**src/design/min_tracking_stack_core_assert.svh**
```systemverilog
// Assertion macros for the min tracking stack core.
// Uses clk and rst_n from the including module's scope.
`ifndef MIN_TRACKING_STACK_CORE_ASSERT_SVH
`define MIN_TRACKING_STACK_CORE_ASSERT_SVH
`ifndef SYNTH
`define MTS_ASSERT_NOW(lbl, cond, msg) \
  lbl: assert property (@(posedge clk) disable iff (!rst_n) (cond)) else $error(msg);
`define MTS_ASSERT_NEXT(lbl, ante, cons, msg) \
  lbl: assert property (@(posedge clk) disable iff (!rst_n) (ante) |=> (cons)) else $error(msg);
`else
`define MTS_ASSERT_NOW(lbl, cond, msg)
`define MTS_ASSERT_NEXT(lbl, ante, cons, msg)
`endif
`endif

```
**src/design/mts_pkg.sv**
```systemverilog
// Shared constants, codes and types of the min tracking stack.
// No dependencies; every other file but the assertion header imports this package.
package mts_pkg;

  localparam int unsigned MTS_STACK_DEPTH = 64;
  localparam int unsigned DATA_W          = 32;
  localparam int unsigned OPC_W           = 2;
  localparam int unsigned STS_W           = 2;

  // opcodes; any other code behaves as a query
  localparam logic [OPC_W-1:0] OP_PUSH = 2'd0;
  localparam logic [OPC_W-1:0] OP_POP  = 2'd1;

  // result status codes
  localparam logic [STS_W-1:0] ST_OK    = 2'd0;
  localparam logic [STS_W-1:0] ST_UNDER = 2'd1;
  localparam logic [STS_W-1:0] ST_OVER  = 2'd2;

  typedef enum logic [1:0] {
    S_IDLE,
    S_EXEC,
    S_LOAD,
    S_DONE
  } state_t;

  // controller to datapath commands
  typedef struct packed {
    logic capture;
    logic exec;
    logic load;
    logic emit;
  } dp_cmd_t;

  // datapath to controller status
  typedef struct packed {
    logic pop_ok;
    logic out_free;
  } dp_sts_t;

endpackage

```
**src/design/mts_ctrl.sv**
```systemverilog
// Sequencing controller of the min tracking stack.
// Depends on mts_pkg for the state and command/status types.
module mts_ctrl (
  input  logic             clk,
  input  logic             rst_n,
  input  logic             in_valid,
  output logic             in_ready,
  input  mts_pkg::dp_sts_t sts,
  output mts_pkg::dp_cmd_t cmd
);
  import mts_pkg::*;

  state_t state_r;
  state_t state_nxt;

  always_ff @(posedge clk) begin
    if (!rst_n) begin
      state_r <= S_IDLE;
    end else begin
      state_r <= state_nxt;
    end
  end

  always_comb begin
    state_nxt = state_r;
    in_ready  = 1'b0;
    cmd       = '0;
    case (state_r)
      S_IDLE: begin
        in_ready = 1'b1;
        if (in_valid) begin
          cmd.capture = 1'b1;
          state_nxt   = S_EXEC;
        end
      end
      S_EXEC: begin
        cmd.exec  = 1'b1;
        // a pop must refetch the new top and minimum from the stores
        state_nxt = sts.pop_ok ? S_LOAD : S_DONE;
      end
      S_LOAD: begin
        cmd.load  = 1'b1;
        state_nxt = S_DONE;
      end
      S_DONE: begin
        if (sts.out_free) begin
          cmd.emit  = 1'b1;
          state_nxt = S_IDLE;
        end
      end
      default: begin
        state_nxt = S_IDLE;
      end
    endcase
  end

endmodule

```
**config.mk**
```make
export PLATFORM = sky130hd
export DESIGN_NAME = mts_ctrl
export DESIGN_NICKNAME = d
export VERILOG_FILES = /design/src/design/min_tracking_stack_core_assert.svh /design/src/design/mts_pkg.sv /design/src/design/mts_ctrl.sv
export SDC_FILE = /design/constraint.sdc
export NUM_CORES = 1
export LEC_CHECK = 0
export BUFFER_PORTS_ARGS = -buffer_cell sky130_fd_sc_hd__buf_2
export CELL_PAD_IN_SITES_DETAIL_PLACEMENT = 1
export CELL_PAD_IN_SITES_GLOBAL_PLACEMENT = 1
export CORE_AREA = 2 2 39 41
export DETAILED_ROUTE_END_ITERATION = 16
export DIE_AREA = 0 0 41 43
export PLACE_DENSITY = 0.37
export SYNTH_ARGS = -nofsm -noshare
export SYNTH_HDL_FRONTEND = slang
export SYNTH_SLANG_ARGS = --single-unit
```
**constraint.sdc**
```tcl
create_clock -name clk -period 1.6 [get_ports clk]
set_input_delay 0.24 -clock clk [delete_from_list [all_inputs] [get_ports clk]]
set_output_delay 0.24 -clock clk [all_outputs]
set_load 0.03 [all_outputs]
```
# ---- After elaboration in Yosys (flattened, before gate mapping)
# Cells that the tools add are included.
dict set report totals {
  reg_bits 2
  inputBits 5
  output_inout_bits 5
  word_cells 19
}
dict set report op_classes {
  eq_ne 5
  muxes 11
  reduce_logical 2
}
# op n
set op_table {}
lappend op_table {{$mux 1} 8}
lappend op_table {{$pmux 2 s4} 1}
lappend op_table {{$eq 2x2->1 const B} 2}
lappend op_table {{$mux 2} 2}
lappend op_table {{$ne 2x2->1 const B} 2}
lappend op_table {{$eq 2x1->1 const B} 1}
lappend op_table {{$logic_not 2->1} 1}
lappend op_table {{$reduce_and 2->1} 1}

# ---- Logic depth before layout (Yosys ltp)
dict set report depth {
  ltp_word 3
  ltp_mapped 5
  depth_no_buf 5
}

# ---- Worst setup path after synthesis
# No wires, ideal clock.
dict set report synth_timing {
  path_kind {reg-to-reg}
  from {register state_r[0]}
  to {register state_r[0]}
  setup_ns 0.070
  arrival_ns 1.447
  required_ns 1.530
  slack_ns 0.083
  stages_incl_launch_ff 6
  n_path_buf 0
  synth_period_minus_slack_ns 1.517
  path_cell_list {dfxtp_1 -> inv_1 -> ha_1 -> and2b_1 -> or3_1 -> a21oi_1}
}
dict set report synth_between {
  elab_chain_cells 3
  elab_cells_between_ends 8
  classes_between {eq/ne (5); mux (1); reduce/logical (2)}
}
# item line
set synth_rtl {}
lappend synth_rtl {{from (decl)} mts_ctrl.sv:13} ;# state_t state_r;
lappend synth_rtl {{from (signal assigned)} mts_ctrl.sv:20} ;# state_r <= state_nxt;
lappend synth_rtl {{$eq 2x2->1 / $logic_not 2->1 (equally long branches)} mts_ctrl.sv:28} ;# case (state_r)
lappend synth_rtl {{$ne 2x2->1 (no line)} n/a}
lappend synth_rtl {{$reduce_and 2->1 (no line)} n/a}
# Parallel ways exist; a longest one is shown, timed or not.
# A chain may end at the register's enable or synchronous reset.

==> results_dict.tcl <==
set metrics [dict create \
    p_sw_uw 296 \
    yosys_warnings 0 \
    register_area_um2 41.3 \
    busiest_layer "met2" \
    top_register "state_r" \
    rsz0062_at_grt "false" \
    synthesis.area_um2 180 \
    max_freq_mhz 655 \
    fin_crit_sh_pct 95.4 \
    powerDensity_nw_per_um2 2210 \
    num_vias 187 \
    n_antenna_cell 0 \
    grt_max_degree 5 \
    cts_made_buffers 3 \
    cts_max_path_buffers 2 \
    critical_path_arrival_ns 1.29 \
    clkLatencyLatePin_ns 0.22 \
    critPathLaunchType "register" \
    core_um2 1380 \
    cts_max_level 1 \
    grt_pass1_wl_um 696 \
    finClkSkew_ns 0.00174 \
    finalSetupTns_ns 0 \
    die_w_um 41 \
    ios 10 \
    path_max_fanout 4 \
    start_util_pct 13.0 \
    slew_headroom_pct 82.6 \
    via_per_inst 3.74 \
    synth_top_family_by_area "simple AND/OR/NAND/NOR gates" \
    setup_viol 0 \
    yosys-top-cells-area "ha_1 (28%), dfxtp_1 (22%), and2b_4 (5.6%)" \
    synth_common_cells "ha_1 (4), dfxtp_1 (2), inv_1 (2)" \
    synth_compound_area_share_pct 14.6 \
    reg_top3 "state_r x2" \
    cts_tree "built" \
    async_flop_share_pct 0 \
    nFillCells 174 \
    grt_use_met2_pct 8.44 \
    synth_area_per_cell_um2 9.01 \
    p_int_uw 336 \
    nets 45 \
    synth_top_area_share_pct 27.8 \
    drtIter0Drc 0 \
    largest_reg_flops 2 \
    synth-edff-count 0 \
    finalHoldViolCount 0 \
    synth_xor_area_share_pct 0 \
    detail-route-antenna-nets 0 \
    synth-simple-area-share_pct 31.3 \
    end_kind "output port" \
    finalWorstSetupSlack_ns 0.0740 \
    synthMuxAreaShare_pct 0 \
    power.share.combinational_pct 67.1 \
    routed_wirelength_um 435 \
    leakage_nw 0.149 \
    required_ns 1.36 \
    syn-instance-count 20 \
    p_clk_share_pct 17.5 \
    ys_seq_area_share_pct 22.2 \
    preCtsSetupSlack_ns 0.164 \
    synth_most_common_cell "ha_1" \
    drive_gt1_share_pct 52.9 \
    slew_viol_final 0 \
    die_area_um2 1760 \
    yosys.area.top_type "ha_1" \
    grt_use_met3_pct 4.71 \
    core.rowCount 14 \
    seqPwrFrac_pct 15.3 \
    syn-num-nets 29 \
    grt_pass1_vias 189 \
    synth.distinct_cells 15 \
    worst_pin_slew_ns 0.257 \
    synthToLayoutAreaGrowth_pct 59.0 \
    post_drt_wl_per_cell_um 8.70 \
    gp_congestion 0.702 \
    critPathKind "reg2out" \
    synth_flop_cell "dfxtp_1" \
    drc 0 \
    finalCriticalPeriod_ns 1.53 \
    fp.dieH_um 43 \
    ys_ff_latch 2 \
    firstDrtPassIters 1 \
    antenna_found_initial 0 \
    sw_frac_of_total_pct 46.9 \
    grt_usage_pct 6.31 \
    grtUsageMet1_pct 6.71 \
    cts_root_buffer "clkbuf_4" \
    cts_sinks 2 \
    outcome "complete, no violations" \
    ir_worst_vdd_uv 390 \
    grt_remaining_overflow 0 \
    clk_pin_slew_ns 0.03 \
    io_buffers 9 \
    max-cap-violations 0 \
    hp-class "in2reg" \
    yosys.area_share.adder_pct 27.8 \
    dpl.hpwl_um 379 \
    final_util_pct 20.7 \
    multiInputGateArea_um2 133 \
]
final timing paths:
| check | startpoint | to | slack, ns | cells past startpoint |
|---|---|---|---|---|
| setup / recovery | state_r[0] | cmd[3] | 0.07 | 5 |
| hold / removal | rst_n | state_r[0] | 0.25 | 3 |
| setup reg to reg | state_r[0] | state_r[0] | 0.24 | 5 |
| hold reg to reg | state_r[0] | state_r[0] | 0.50 | 2 |
metal layers:
metal  vias to the layer above  wire length [um]  share of wire, %
met5                         -                 0                 0
met2                         8               208                48
met3                         0                37               8.5
met1                        83               188                43
met4                         0                 0                 0
li1                         96                 -                 -
logic make-up (layout without fill, tap and decap cells):
family	after synthesis	count (layout)
compound gates	4	4
fa+ha+maj	4	4
buf+inv	2	16
flops	2	2
simple gates	8	8
power groups by stage:
stage	sequential [mW]	combinational (mW)	clock [mW]
floorplan	0.0966	0.296	0
detailed placement	0.0936	0.428	0
global route	0.100	0.478	0.126
finish	0.0970	0.424	0.111
global placement	0.0918	0.435	0
CTS	0.0955	0.432	0.118
placed cells by master (no fill, tap or decap):
cell,synthesis,layout
nor2b_1,1,1
a21oi_1,1,1
inv_2,0,1
buf_2,0,8
dfxtp_1,2,1
a21boi_1,1,1
or3b_1,1,1
dfxtp_2,0,1
and2_2,1,1
nor2_1,1,1
or3_1,1,1
and2b_1,1,1
clkbuf_4,0,4
buf_4,0,2
o21ai_0,1,1
ha_1,4,4
and2b_4,1,1
inv_1,2,1
and2_1,1,1
o41ai_1,1,1
critical path: stages, from the launching register on:
cell and delay [ns]:
dfxtp_2 0.34, inv_2 0.05, ha_1 0.20, buf_4 0.14, and2_2 0.16, clkbuf_4 0.17
metrics by stage:
stage | hold WS [ns] | power, mW | area [um2] | std cells
2_1_floorplan | 0.363 | 0.393 | 180 | 20
3_3_place_gp | 0.497 | 0.526 | 260 | 47
3_5_place_dp | 0.491 | 0.522 | 260 | 47
4_1_cts | 0.244 | 0.646 | 284 | 50
5_1_grt | 0.258 | 0.705 | 287 | 50
6_report | 0.249 | 0.632 | 287 | 50
what timing repair did:
| item | CTS | global route |
|---|---|---|
| resized for setup | 1 | 2 |
| setup buffers | 0 | 0 |
| pin swaps | 0 | 0 |
| hold buffers | 0 | 0 |
| endpoints found under the setup margin | 1 | 1 |
layout make-up:
cell class / instances / share of cell area (%)
Inverter: 2 / 2.62
Clock buffer: 3 / 7.86
Multi-Input combinational cell: 16 / 46.3
Sequential cell: 2 / 14.4
Timing Repair Buffer: 11 / 21.8
Tap cell: 16 / 6.99
Note: power is estimated with default switching activity, not from simulation.
